<file path="src/rtl/v3a_sqrt.sv">
module v3a_sqrt #(
    parameter int IN_WIDTH = 50
) (
    input  logic                  i_clk,
    input  logic                  i_en,
    input  logic [IN_WIDTH-1:0]   i_x,
    output logic [IN_WIDTH/2-1:0] o_root
);
    localparam int IW = IN_WIDTH;
    localparam int OW = IN_WIDTH / 2;

    logic [IW-1:0] r_x   [OW-1];
    logic [OW+1:0] r_rem [OW-1];
    logic [OW-1:0] r_q   [OW];

    // One root bit per stage: bring down two radicand bits, try (2q)*2+1.
    for (genvar i = 0; i < OW; i++) begin : g_stage
        logic [IW-1:0] w_x;
        logic [OW+1:0] w_rem;
        logic [OW-1:0] w_q;
        logic [OW+1:0] w_cur;
        logic [OW+1:0] w_trial;
        logic          w_fit;

        if (i == 0) begin : g_first
            assign w_x   = i_x;
            assign w_rem = '0;
            assign w_q   = '0;
        end else begin : g_next
            assign w_x   = r_x[i-1];
            assign w_rem = r_rem[i-1];
            assign w_q   = r_q[i-1];
        end

        assign w_cur   = {w_rem[OW-1:0], w_x[IW-1 -: 2]};
        assign w_trial = {w_q, 2'b01};
        assign w_fit   = (w_cur >= w_trial);

        always_ff @(posedge i_clk) begin
            if (i_en) begin
                r_q[i] <= {w_q[OW-2:0], w_fit};
            end
        end

        if (i < OW - 1) begin : g_carry
            always_ff @(posedge i_clk) begin
                if (i_en) begin
                    r_x[i]   <= w_x << 2;
                    r_rem[i] <= w_fit ? (w_cur - w_trial) : w_cur;
                end
            end
        end
    end

    assign o_root = r_q[OW-1];

endmodule

</file>
<file path="config.mk">
export PLATFORM = sky130hd
export DESIGN_NAME = v3a_sqrt
export DESIGN_NICKNAME = d
export VERILOG_FILES = /design/src/rtl/v3a_sqrt.sv
export SDC_FILE = /design/constraint.sdc
export NUM_CORES = 2
export LEC_CHECK = 0
export BUFFER_PORTS_ARGS = -buffer_cell sky130_fd_sc_hd__buf_4
export CAP_MARGIN = 15
export CORE_MARGIN = 2
export CORE_UTILIZATION = 40
export DETAILED_ROUTE_END_ITERATION = 10
export PLACE_DENSITY = 0.68
export SLEW_MARGIN = 15
export SYNTH_ARGS = -nofsm -noshare
export SYNTH_HDL_FRONTEND = slang
export SYNTH_SLANG_ARGS = --single-unit
</file>
<file path="constraint.sdc">
create_clock -name i_clk -period 3.4 [get_ports i_clk]
set_clock_uncertainty 0.15 [all_clocks]
set_input_delay 0.17 -clock i_clk [delete_from_list [all_inputs] [get_ports i_clk]]
set_output_delay 0.17 -clock i_clk [all_outputs]
set_load 0.05 [all_outputs]
</file>
==> impl_metrics.py <==
metrics = {
    "floorplan": {
        "core_um2": 170000,
        "die_h_um": 418,
        "die-area_um2": 175000,
        "die_w_um": 418,
        "io_pins": 77,
        "initial_utilization": 0.403,
        "num_rows": 151,
    },
    "route": {
        "vias_per_cell": 5.08,
        "wirelength_um": 123000,
        "num_vias": 40800,
        "wl_per_cell_um": 15.3,
        "postRouteAntennaNets": 0,
        "drt_iter0_drc": 2358,
        "drc": 0,
        "firstDrtPassIters": 5,
    },
    "timing": {
        "drv_slew": 0,
        "hold_violations": 0,
        "layout_setup_ws_ps": -36.1,
        "rsz0062_at_grt": "yes",
        "finalCriticalPeriod_ps": 3440,
        "fin_crit_sh": 1.01,
        "fmax_mhz": 291,
        "slew_headroom": 0.463,
        "tns_ps": -529,
        "setup_viol": 23,
        "worst_pin_slew_ps": 806,
    },
    "layout": {
        "drive_gt1_frac": 0.125,
        "final_nets": 6096,
        "stdcell_count": 8033,
        "syn_to_final_growth_pct": 17.4,
        "fin_area_um2": 80500,
        "n_antenna_cell": 0,
    },
    "yosys": {
        "yosysTopAreaCell": "edfxtp_1",
        "synthFlopType": "edfxtp_1",
        "avgSynthCellArea_um2": 13.2,
        "synthCells": 5179,
        "synth_area_um2": 68500,
        "synth_seq_area_share": 0.654,
        "synth_common_cells": "edfxtp_1, inv_1, a21oi_1",
        "synth_nets": 5582,
        "synth_most_common_cell": "edfxtp_1",
        "synth_area_leaders": "edfxtp_1, ha_1, xnor2_1",
        "synth_edf_count": 1492,
        "async_reset_ff_frac": 0,
        "synth-seq-cells": 1492,
        "ys_types": 80,
        "yosysWarnings": 0,
        "yosysTopAreaCellShare": 0.654,
    },
    "clocking": {
        "htreeDepth": 4,
        "cts_root_buf": "clkbuf_16",
        "cts_tree": "yes",
        "clk_latency_ps": 800,
        "clkSinkCount": 1492,
        "cts.path.max_buffers": 3,
        "path_clk_slew_ps": 60,
        "cts_buffers": 161,
    },
    "placement": {
        "routabilityCongestion": 0.952,
        "post_dp_cell_area_um2": 73800,
        "hpwl_um": 86500,
        "port_buffers": 76,
        "dp_cells": 7636,
    },
    "grt": {
        "grt_overflow_total": 0,
        "use_met2": 0.246,
        "grt_pass1_wl_um": 200000,
        "grt_pass1_vias": 40500,
        "grt_util_met1": 0.168,
        "antenna_found_initial": 0,
        "use_met3": 0.0252,
        "grt-busiest-layer": "met2",
        "grt_max_degree": 109,
        "grt_use_total": 0.139,
    },
    "critical_path": {
        "worstPathRequired_ps": 3770,
        "ff2ff_path_depth": 12,
        "crit_path_max_fanout": 6,
        "crit_arrival_ps": 3810,
        "rr_endpoint": "r_rem[2][203]",
        "r2r_start": "r_rem[2][165]",
        "start_kind": "register",
        "cp-end-kind": "register",
        "ff2ff_setup_slack_ps": -40,
        "worstSetupPathType": "reg -> reg",
    },
    "power": {
        "p_per_area_nw_per_um2": 644,
        "power_leakage_nw": 31.2,
        "peakVddDrop_uv": 502,
    },
    "hold_path": {
        "min_path_type": "in -> reg",
        "min_path_cells": 2,
        "min-delay-start": "i_x[11]",
        "min_delay_worst_endpoint": "r_x[0][11]",
    },
    "job": {
        "drv_cap": 0,
    },
    "outcome": {
        "violations": "negative setup slack",
        "status": "finished with violations",
    },
}
cells by family after synthesis:
group,after synthesis,synth area share
simple gates,1278,0.0913
other cells,1,0.0000547
buf+inv,512,0.0282
flops,1492,0.654
compound gates,1009,0.0914
fa+ha+maj,351,0.0641
mux,75,0.0123
xor+xnor,461,0.0589
critical path: stages (launching register included):
cell       delay [ps]
edfxtp_1          430
ha_4              260
a21o_1            180
a21o_1            190
a211o_1           320
a41oi_2           240
o21ai_2            80
o21bai_1          160
a21o_1            180
a2111oi_4         300
buf_6             200
clkbuf_16         180
mux2_4            300
repair_timing:
item                                    4_1_cts  5_1_grt
hold endpoints to repair                    246        0
gates resized for setup                      11       96
gates cloned                                  0        4
pin swaps                                     0       10
hold buffers                                102        0
endpoints found under the setup margin       59      218
setup buffers                                 0        6
stage by stage:
stage	power, mW	setup slack [ps]	hold slack [ps]	utilization
floorplan	31.7	-54.0	119	-
global placement	34.7	-71.2	198	0.435
detailed placement	34.9	-115	199	0.435
CTS	52.0	-89.9	4.60	0.471
global route	54.5	-153	19.2	0.474
finish	51.8	-36.1	47.2	0.474
per-layer routing:
metal / part of all wire / routed length [um] / vias to the layer above
li1: - / - / 20200
met1: 0.42 / 52200 / 19500
met2: 0.50 / 61800 / 806
met3: 0.041 / 5040 / 281
met4: 0.034 / 4210 / 0
met5: 0 / 0 / -
how the worst max path moves through the flow:
stage,startpoint,end,slack (ps),cells after the start
after floorplan,r_rem[2][168],r_rem[2][207],-50,12
after global placement,r_q[1][153],r_rem[2][191],-70,12
after detailed placement,r_rem[2][87],r_rem[2][130],-110,13
after CTS,r_rem[2][165],r_rem[2][192],-90,11
after global routing,r_q[1][153],r_rem[2][203],-150,13
final,r_rem[2][165],r_rem[2][203],-40,12
where the power goes:
part           switching [mW]  internal (mW)  leakage, nW
clock                    7.07           9.66         2.45
combinational            5.51           5.10         14.4
sequential               1.28           23.2         14.3
total                    13.9           37.9         31.2
cell type report:
class / instances / area (um^2)
Clock buffer: 197 / 4160
Clock inverter: 88 / 886
Fill cell: 14700 / 89400
Inverter: 432 / 1620
Multi-Input combinational cell: 3176 / 22300
Sequential cell: 1492 / 44800
Tap cell: 2218 / 2780
Timing Repair Buffer: 430 / 3920
registers in the layout, summed over array words and instances, names as in the netlist:
register,count
r_x,600
r_rem,567
r_q,325
cell usage in the layout, fill, tap and decap left out, drive strengths merged, types with 21 or more instances in the layout:
cell            n
o21a           70
a211oi         21
nand2b         66
edfxtp       1492
nand3          83
ha            351
clkbuf        199
a21o          121
buf           326
a21oi         352
xor2          202
or2            29
nor2b          43
xnor2         259
clkinv         64
mux2           71
or3            43
nor2          346
nor4           56
dlygate4sd3   102
nand2         309
or4            24
o21ai         236
inv           442
nand4          58
nor3          126
and3           29
o21bai         28
Power figures use the tool's default switching activity.
