<file path="config.mk">
export PLATFORM = sky130hd
export DESIGN_NAME = v3a_div
export DESIGN_NICKNAME = d
export VERILOG_FILES = /design/src/rtl/v3a_div.sv
export SDC_FILE = /design/constraint.sdc
export NUM_CORES = 2
export LEC_CHECK = 0
export ABC_AREA = 1
export BUFFER_PORTS_ARGS = -buffer_cell sky130_fd_sc_hd__buf_4
export CORE_MARGIN = 1
export CORE_UTILIZATION = 61
export CTS_BUF_LIST = sky130_fd_sc_hd__clkbuf_16
export DETAILED_ROUTE_END_ITERATION = 7
export PLACE_DENSITY = 0.77
export SYNTH_ARGS = -nofsm -noshare
export SYNTH_HDL_FRONTEND = slang
export SYNTH_SLANG_ARGS = --single-unit
</file>
<file path="constraint.sdc">
create_clock -name i_clk -period 3.6 [get_ports i_clk]
set_input_delay 0.54 -clock i_clk [delete_from_list [all_inputs] [get_ports i_clk]]
set_output_delay 0.54 -clock i_clk [all_outputs]
set_load 0.02 [all_outputs]
</file>
<file path="src/rtl/v3a_div.sv">
module v3a_div #(
    parameter int NUM_WIDTH = 47,
    parameter int DEN_WIDTH = 25,
    parameter int QUO_WIDTH = 24
) (
    input  logic                 i_clk,
    input  logic                 i_en,
    input  logic [NUM_WIDTH-1:0] i_num,
    input  logic [DEN_WIDTH-1:0] i_den,
    output logic [QUO_WIDTH-1:0] o_q
);
    localparam int NW = NUM_WIDTH;
    localparam int DW = DEN_WIDTH;
    localparam int QW = QUO_WIDTH;

    logic [DW-1:0] r_rem [QW-1];
    logic [QW-1:0] r_lo  [QW-1];
    logic [DW-1:0] r_den [QW-1];
    logic [QW-1:0] r_q   [QW];

    // The caller guarantees num < den * 2^QW, so the top part starts below den.
    for (genvar i = 0; i < QW; i++) begin : g_stage
        logic [DW-1:0] w_rem;
        logic [QW-1:0] w_lo;
        logic [DW-1:0] w_den;
        logic [QW-1:0] w_q;
        logic [DW:0]   w_cur;
        logic [DW:0]   w_sub;
        logic          w_fit;

        if (i == 0) begin : g_first
            assign w_rem = DW'(i_num[NW-1:QW]);
            assign w_lo  = i_num[QW-1:0];
            assign w_den = i_den;
            assign w_q   = '0;
        end else begin : g_next
            assign w_rem = r_rem[i-1];
            assign w_lo  = r_lo[i-1];
            assign w_den = r_den[i-1];
            assign w_q   = r_q[i-1];
        end

        assign w_cur = {w_rem, w_lo[QW-1]};
        assign w_sub = w_cur - {1'b0, w_den};
        assign w_fit = (w_cur >= {1'b0, w_den});

        always_ff @(posedge i_clk) begin
            if (i_en) begin
                r_q[i] <= {w_q[QW-2:0], w_fit};
            end
        end

        if (i < QW - 1) begin : g_carry
            always_ff @(posedge i_clk) begin
                if (i_en) begin
                    r_rem[i] <= w_fit ? w_sub[DW-1:0] : w_cur[DW-1:0];
                    r_lo[i]  <= w_lo << 1;
                    r_den[i] <= w_den;
                end
            end
        end
    end

    assign o_q = r_q[QW-1];

endmodule

</file>
==> results by group <==
Worst setup path
  – CP endpoint kind: register
  – Critical path peak fanout: 14
  – Startpoint Class: register
  – CP Data Arrival Time: 3580 ps
  – Crit Path Class: register to register
  – Req. time, crit path: 4180 ps

Layout
  – Multi-input logic area: 0.04517 mm2
  – Filler cells: 14.64k
  – Commonest non-fill, non-tap cell in the layout: nand2_1
  – Storage element area: 0.05183 mm2
  – Share of cells above drive strength 1: 5.346%
  – Most frequent cells in the layout: 5,382 x nand2_1, 2,782 x inv_1, 1,726 x edfxtp_1
  – Nets: 14.53k
  – Post-Layout Cell Count: 16.33k
  – Synth-to-Final Area Change: 9.603%
  – Final core utilization: 67.46%
  – Final instance area: 0.1191 mm2

Route
  – Starting DRT DRC Count: 9,433
  – Antenna viol nets, final: 0
  – Vias/cell: 5.455
  – Drt first pass iters: 8
  – Routed WL: 297,400 um
  – Number of remaining DRC errors: 3
  – Vias post-DR: 89.10k
  – WL/cell: 18.21 um

Floorplan
  – Initial Util: 61.55%
  – I/O pin cnt: 98
  – Area of the core: 0.1765 mm2
  – Die width: 424.0 um
  – Die area: 0.1798 mm2
  – Die Y: 424.0 um
  – Row count: 154

CTS
  – Max clock buf depth: 3
  – Clk_lat worst skew: 860 ps
  – Setup Buffers After CTS: 0
  – Clock sink count: 1,726
  – CTS clk-pin slew, worst paths: 70 ps
  – Root buf cell: clkbuf_16
  – CTS tree: built
  – H-tree depth: 4
  – Num CTS Buffers: 181

Yosys
  – EDFF count, synth: 1,726
  – Avg Inst Size Synth: 8.008 um2
  – Syn Std Cell Area: 0.1086 mm2
  – Mapped Nets: 14.26k
  – Ys Warns: 0
  – Netlist cell types: 36
  – Synth Flop Type: edfxtp_1
  – Fraction of registers with async set/reset: 0%
  – #FFs+latches synth: 1,726
  – Post-synthesis cell count: 13.57k
  – Sequential fraction of the synthesis area: 47.71%

GRT
  – Largest net degree at the start of global routing: 109
  – First-pass GRT wire length: 462,400 um
  – Number of global-route vias before repair: 83.63k
  – Total GRT Usage: 32.86%
  – Grt ovf: 0
  – Initial antenna violation count: 1

Timing
  – Final setup fails: 0
  – Setup TNS: 0 ps
  – Final hold violation count: 0
  – Max_slew headroom: 44.70%
  – Skew final: 51.16 ps
  – Fin. max-slew vios: 0
  – Final Cycle Share: 83.23%
  – Fin crit period: 2996 ps
  – FMAX: 333.8 MHz
  – RSZ-0062 raised after global routing: no
  – Slew @ Worst Pin: 829.5 ps

Placement
  – Placed cells: 15.95k
  – GP Congestion: 1.020
  – Input/output buffers: 97
  – Placed cell area: 0.1123 mm2
  – HPWL Detailed: 229,400 um

Status
  – Failing checks: DRC
  – Status: complete, but fails checks

Power
  – Lkg Pwr: 60.75 nW
  – Cell Pwr Density: 820.3 mW/mm2
  – Worst vdd ir: 894.6 uV

Job
  – Max cap viols: 0

Hold path
  – Hold crit path type: primary input to register
critical path, stage by stage (launching register included):
cell and delay, ps:
edfxtp_1 510, inv_1 80, ha_1 420, nand2_1 140, nor2_1 290, nand2_1 180
nor2_1 280, nand3_2 350, buf_4 310, nand4_1 100, nand2_1 60
cells by family after synthesis:
| group | Yosys count | synth area share [%] |
|---|---|---|
| buffers and inverters | 2969 | 10.72 |
| DFF | 1726 | 47.71 |
| adders and majority gates | 622 | 7.323 |
| xor gates and xnor gates | 267 | 2.153 |
| and+or+nand+nor | 7689 | 30.45 |
| AOI/OAI and AO/OA | 294 | 1.653 |
worst paths after layout:
kind | slack, ps | endpoint | startpoint | cells past startpoint
min reg2reg | 390 | r_q[0][75] | r_q[0][50] | 0
max | 600 | r_rem[1][89] | r_den[1][69] | 10
min | 60 | r_rem[0][23] | i_num[46] | 3
max reg2reg | 600 | r_rem[1][89] | r_den[1][69] | 10
final cells by class:
| class | count | share of cell area (%) |
|---|---|---|
| Sequential cell | 1726 | 43.53 |
| Multi-Input combinational cell | 8872 | 37.93 |
| Inverter | 2785 | 8.780 |
| Clock buffer | 182 | 3.825 |
| Tap cell | 2340 | 2.459 |
| Timing Repair Buffer | 271 | 2.049 |
| Clock inverter | 155 | 1.420 |
| Antenna cell | 3 | 0.006305 |
state kept, by name (all words and copies together) (netlist names):
register  flops
r_den       575
r_rem       575
r_q         300
r_lo        276
layer usage:
layer | global-route usage, % | vias up | part of all wire, %
li1 | - | 43631 | -
met1 | 44.97 | 41098 | 42
met2 | 53.44 | 3693 | 46
met3 | 4.054 | 677 | 7.2
met4 | 12.67 | 0 | 4.1
met5 | 0 | - | 0
power breakdown:
part	switching, mW	internal (mW)	total (mW)
Sequential	3.70	28.6	32.3
Clock	8.43	11.0	19.5
Combinational	30.9	15.0	45.9
cell usage after synthesis, types with 2 or more instances:
library cell     n  area (um2)
clkbuf_1        17       63.81
o21ai_0          3       15.01
nand2_2         22       137.6
nand4_1        759        4748
nand4_4          2       42.54
nor3_1          42       210.2
xor2_1         266        2330
a21oi_1        242        1211
edfxtp_1      1726       51830
buf_6           46       518.0
ha_1           599        7495
nor3b_2          3       37.54
nand3b_1        39       292.8
or2_2           25       156.4
inv_2           20       75.07
nor3_4          19       309.1
inv_1         2764       10370
and2_1          44       275.3
fa_1            23       460.4
o21a_1          23       172.7
nand3_4         46       805.8
nor2_1         713        2676
a21oi_4         23       374.1
nand3_2         17       170.2
or2_1           18       112.6
nand3_1        504        2522
buf_2          121       605.6
nand2_1       5382       20200
nor2_2          42       262.8
nor3_2          11       110.1
what timing repair did:
| item | 4_1_cts | 5_1_grt |
|---|---|---|
| resized for setup | 0 | 0 |
| endpoints found under the hold margin | 49 | 0 |
| hold buffers | 49 | 0 |
stage by stage:
stage                     power, mW  setup slack [ps]  hold slack (ps)
after floorplan               64.59              1455            400.3
after global placement        76.49             748.2            400.3
after detailed placement      77.26             741.7            404.5
after CTS                     97.14             701.7            1.573
after global routing          104.8             452.8            47.77
final                         97.67             603.8            63.70
Note: power is estimated with default switching activity, not from simulation.
