[src/rtl/v3a_pkg.sv]
package v3a_pkg;

    localparam int OPCODE_WIDTH = 4;
    localparam int LIMIT_WIDTH  = 23;
    localparam int SCALAR_WIDTH = 32;

    localparam logic [SCALAR_WIDTH-1:0] SCALAR_MAX = {1'b0, {(SCALAR_WIDTH-1){1'b1}}};

    typedef enum logic [OPCODE_WIDTH-1:0] {
        OP_ADD   = 4'd0,
        OP_SUB   = 4'd1,
        OP_MUL   = 4'd2,
        OP_SCALE = 4'd3,
        OP_ABS   = 4'd4,
        OP_DOT   = 4'd5,
        OP_MAG   = 4'd6,
        OP_DIST  = 4'd7,
        OP_CLAMP = 4'd8
    } t_opcode;

endpackage

[src/rtl/v3a_merge.sv]
module v3a_merge #(
    parameter int COMPONENT_WIDTH = 24,
    parameter int FRACTION_BITS   = 12
) (
    input  logic                                i_clk,
    input  logic                                i_en,
    input  logic [v3a_pkg::OPCODE_WIDTH-1:0]    i_op,
    input  logic signed [COMPONENT_WIDTH-1:0]   i_add [3],
    input  logic signed [COMPONENT_WIDTH-1:0]   i_sub [3],
    input  logic signed [COMPONENT_WIDTH-1:0]   i_abs [3],
    input  logic signed [2*COMPONENT_WIDTH-1:0] i_pab [3],
    input  logic signed [2*COMPONENT_WIDTH-1:0] i_paf [3],
    input  logic signed [2*COMPONENT_WIDTH-1:0] i_paa [3],
    input  logic signed [2*COMPONENT_WIDTH+1:0] i_pdd [3],
    input  logic [2:0]                          i_abig,
    input  logic [2:0]                          i_dbig,
    output logic signed [COMPONENT_WIDTH-1:0]   o_vec [3],
    output logic [v3a_pkg::SCALAR_WIDTH-1:0]    o_dot,
    output logic [2*COMPONENT_WIDTH+1:0]        o_sq,
    output logic                                o_nsat
);
    import v3a_pkg::*;

    localparam int CW = COMPONENT_WIDTH;
    localparam int PW = 2*CW + 2;
    localparam int XW = (PW > SCALAR_WIDTH + 1) ? PW : SCALAR_WIDTH + 1;
    localparam logic signed [PW-1:0] CMAX = {{(CW+3){1'b0}}, {(CW-1){1'b1}}};
    localparam logic signed [PW-1:0] CMIN = ~CMAX;
    localparam logic signed [XW-1:0] SMAX = {{(XW-SCALAR_WIDTH+1){1'b0}}, {(SCALAR_WIDTH-1){1'b1}}};
    localparam logic signed [XW-1:0] SMIN = ~SMAX;

    function automatic logic signed [CW-1:0] sat_c(input logic signed [PW-1:0] v);
        logic signed [CW-1:0] res;
        if (v > CMAX) begin
            res = CMAX[CW-1:0];
        end else if (v < CMIN) begin
            res = CMIN[CW-1:0];
        end else begin
            res = v[CW-1:0];
        end
        return res;
    endfunction

    logic signed [PW-1:0]           w_dsum;
    logic signed [XW-1:0]           w_dext;
    logic [SCALAR_WIDTH-1:0]        w_dot;
    logic [PW-1:0]                  w_sqa;
    logic [PW-1:0]                  w_sqd;
    logic signed [CW-1:0]           w_vec [3];

    // The exact sum of the products, floored once, equals the sum of floored parts plus carries.
    assign w_dsum = PW'(i_pab[0]) + PW'(i_pab[1]) + PW'(i_pab[2]);
    assign w_dext = XW'(w_dsum >>> FRACTION_BITS);
    assign w_sqa  = PW'(unsigned'(i_paa[0])) + PW'(unsigned'(i_paa[1]))
                  + PW'(unsigned'(i_paa[2]));
    assign w_sqd  = unsigned'(i_pdd[0]) + unsigned'(i_pdd[1]) + unsigned'(i_pdd[2]);

    always_comb begin
        if (w_dext > SMAX) begin
            w_dot = SMAX[SCALAR_WIDTH-1:0];
        end else if (w_dext < SMIN) begin
            w_dot = SMIN[SCALAR_WIDTH-1:0];
        end else begin
            w_dot = w_dext[SCALAR_WIDTH-1:0];
        end
    end

    for (genvar i = 0; i < 3; i++) begin : g_vec
        always_comb begin
            unique case (i_op)
                OP_ADD:   w_vec[i] = i_add[i];
                OP_SUB:   w_vec[i] = i_sub[i];
                OP_MUL:   w_vec[i] = sat_c(PW'(i_pab[i] >>> FRACTION_BITS));
                OP_SCALE: w_vec[i] = sat_c(PW'(i_paf[i] >>> FRACTION_BITS));
                OP_ABS:   w_vec[i] = i_abs[i];
                default:  w_vec[i] = '0;
            endcase
        end
    end

    always_ff @(posedge i_clk) begin
        if (i_en) begin
            for (int k = 0; k < 3; k++) begin
                o_vec[k] <= w_vec[k];
            end
            o_dot  <= (i_op == OP_DOT) ? w_dot : '0;
            o_sq   <= (i_op == OP_DIST) ? w_sqd : w_sqa;
            o_nsat <= (i_op == OP_DIST) ? (|i_dbig) : (|i_abig);
        end
    end

endmodule

[config.mk]
export PLATFORM = sky130hd
export DESIGN_NAME = v3a_merge
export DESIGN_NICKNAME = d
export VERILOG_FILES = /design/src/rtl/v3a_pkg.sv /design/src/rtl/v3a_merge.sv
export SDC_FILE = /design/constraint.sdc
export NUM_CORES = 1
export LEC_CHECK = 0
export ABC_AREA = 1
export BUFFER_PORTS_ARGS = -buffer_cell sky130_fd_sc_hd__buf_2
export CORE_AREA = 2 2 381 383
export DETAILED_ROUTE_END_ITERATION = 12
export DIE_AREA = 0 0 383 385
export SETUP_SLACK_MARGIN = 0.2
export SYNTH_ARGS = -nofsm -noshare
export SYNTH_HDL_FRONTEND = slang
export SYNTH_SLANG_ARGS = --single-unit
[constraint.sdc]
create_clock -name i_clk -period 6.3 [get_ports i_clk]
set_clock_uncertainty 0.2 [all_clocks]
set_input_delay 0.945 -clock i_clk [delete_from_list [all_inputs] [get_ports i_clk]]
set_output_delay 0.945 -clock i_clk [all_outputs]
set_load 0.02 [all_outputs]
==> flow_summary_export.csv <==
group,metric,value,unit
grt,grt_max_degree,96,
synth,synth_top_area_cell,"edfxtp_1",
synth,syn_area,0.0208,mm2
synth,synth-xor-area-share,2.31,%
synth,synth_seq_cells,155,
route,post-route-drc-count,0,
timing,rsz0062_at_grt,"false",
grt,use_met2,37.1,%
clocking,clock-sinks,155,
die,core-area,0.143,mm2
power,leakage,13.4,nW
placement,port_buffers,928,
grt,grt_usage,19.9,%
worst_setup_path,cp_max_fo,4,
grt,grt_busiest_layer,"met2",
placement,pre_cts_slack,1.08,ns
timing,finalSetupTns,0,ns
power,power,0.00652,W
die,initial_utilization,14.5,%
synth,synthCells,2839,
route,wire_per_inst,26.8,um
finish,layout_common_cells,"buf_2 (927), nand2_1 (586), inv_1 (374), a21oi_1 (296), o21ai_0 (281)",
timing,period_minus_slack,4.69,ns
clocking,post_cts_buffers,0,
synth,synth_top_area_share,22.4,%
clocking,cts_resized,0,
timing,slew_viol_final,0,
timing,worst_pin_slew,1.34,ns
worst_setup_path,worstSetupEndpointType,"flip-flop",
route,final_antenna_net_count,0,
grt,grt_pass1_vias,25111,
synth,synth_mux_area_share,0.0962,%
die,die_area,0.147,mm2
synth,syn_nets,3938,
die,fp-row-count,139,
timing,layout_setup_ws,1.61,ns
die,io_pins,965,
route,drt_wl_total,153,mm
clocking,numCtsBuffers,17,
synth,synthSimpleGateAreaFrac,22.0,%
route,viasPerCell,4.40,
grt,grt_antenna_before_repair,67,
synth,ys_types,47,
finish,drive_gt1_share,27.7,%
clocking,cts_tree,"yes",
clocking,clk_path_buf_depth,2,
finish,final_nets,4847,
grt,met3_usage,3.11,%
finish,layout_commonest_cell,"buf_2",
power,p_per_area,228,mW/mm2
power,irDropWorstVdd,0.000232,V
route,via_count,24999,
die,fp.dieW,383,um
timing,hold_slack,0.507,ns
timing,hold_viol,0,
route,firstDrtPassIters,6,
synth,synth_top_family_by_area,"adder cells",
grt,use_met1,21.2,%
hold_path,min_path_type,"in -> reg",
finish,area_growth,37.1,%
timing,setup_viol,0,
worst_setup_path,critPathArrivalTime,4.78,ns
finish,fill_cells,16372,
synth,synth-compound-area-share,22.4,%
outcome,status,"finished, final reports clean",
placement,dp_hpwl,135,mm
route,initialDrtViolationCount,1582,
timing,min_period_over_period,74.4,%
clocking,ctsHtreeMaxLevel,4,
synth,synth_area_leaders,"edfxtp_1 (22%), fa_1 (14%), nand2_1 (11%)",
die,fp.dieH,385,um
worst_setup_path,crit_type,"in -> reg",
worst_setup_path,cp.required,6.40,ns
synth,syn_avg_cell_area,7.33,um2
placement,gp_congestion,0.988,
synth,synthAdderAreaFrac,22.6,%
synth,yosysWarnings,0,
clocking,clk_pin_slew,0.10,ns
synth,ys_seq_area_share,22.4,%
worst_setup_path,cp-start-kind,"primary input",
clocking,cts_root_buf,"clkbuf_16",
timing,slew_headroom,9.58,%
timing,max_freq,213,MHz
clocking,ctsHoldBuffers,0,
grt,grt_first_pass_wirelength,201,mm
flow_run,max-cap-violations,0,
grt,grt.overflow.total,0,
## layer usage
layer | vias to the layer above | part of all wire, %
li1 | 11564 | -
met1 | 12027 | 36
met2 | 1115 | 52
met3 | 283 | 5.1
met4 | 10 | 6.4
met5 | - | 0.035
## report_power, final
part,internal [W],total [W],leakage (nW),switching (W)
clock network,0.000545,0.00120,0.298,0.000659
logic,0.00123,0.00394,11.6,0.00271
registers,0.00132,0.00137,1.49,0.0000506
## area by class of cell
cell class | instances | area (um2) | area share [%]
inverter | 381 | 1430 | 5.02
timing repair buffer | 954 | 4870 | 17.1
clock buffer | 17 | 425 | 1.49
clock inverter | 15 | 181 | 0.636
tap | 1903 | 2380 | 8.34
multi-input combinational | 2239 | 14500 | 50.9
sequential | 155 | 4650 | 16.3
antenna | 21 | 52.6 | 0.184
## stage by stage
stage | instance area [um2] | cells | utilization (%)
after floorplan | 20800 | 2839 | -
after global placement | 27900 | 5632 | 19.5
after detailed placement | 27900 | 5632 | 19.5
after CTS | 28500 | 5664 | 19.9
after global routing | 28500 | 5684 | 19.9
final | 28500 | 5685 | 19.9
## state kept, by name, summed over array words and instances, names as in the netlist
register  cells
o_vec        72
o_sq         50
o_dot        32
o_nsat        1
## critical path, stage by stage
cell and delay, ns:
buf_2 0.11, fa_1 0.56, ha_1 0.38, inv_1 0.14, fa_1 0.42, nor2_1 0.13
nor2_1 0.06, buf_4 0.15, o21bai_1 0.38, inv_1 0.16, nor2_1 0.11, nor2_1 0.08
o21ai_0 0.45, nand2_1 0.10, nand2_1 0.20, nand2_1 0.15, nand2_1 0.09, nand2_1 0.04
nand3_1 0.06, nand2_1 0.06
## cell usage after synthesis, drive strengths merged
| master | n |
|---|---|
| a311oi | 1 |
| buf | 8 |
| fa | 146 |
| ha | 143 |
| o21a | 11 |
| or2 | 5 |
| a41o | 1 |
| nand3b | 9 |
| nand4 | 29 |
| o221ai | 4 |
| a32o | 1 |
| o22ai | 3 |
| a21boi | 5 |
| clkinv | 1 |
| inv | 380 |
| nor4 | 30 |
| clkbuf | 56 |
| a22o | 70 |
| o21ai | 281 |
| o31ai | 2 |
| nor3 | 20 |
| and2 | 6 |
| o211ai | 4 |
| a21oi | 315 |
| or3 | 5 |
| a221oi | 2 |
| a211oi | 2 |
| nand3 | 146 |
| xor2 | 29 |
| a31oi | 52 |
| o21bai | 25 |
| mux2i | 2 |
| edfxtp | 155 |
| a31o | 1 |
| nor2 | 234 |
| nand2 | 596 |
| and3 | 5 |
| a21o | 28 |
| xnor2 | 26 |
## kinds of logic (layout without fill, tap and decap cells)
logic type,Yosys count,in the layout
AND/OR/NAND/NOR,1085,1085
AO/OA/AOI/OAI,808,808
buffers and inverters,445,1367
adder cells (fa/ha/maj),289,289
flip-flops,155,155
XOR/XNOR,55,55
multiplexers,2,2
other,0,21
## worst paths after layout
path                   from         to  slack, ns  cells past startpoint
hold / removal    i_abs[38]  o_vec[38]       0.51                      3
setup / recovery   i_paa[1]   o_sq[47]       1.61                     20
(Power assumes the default switching activity.)
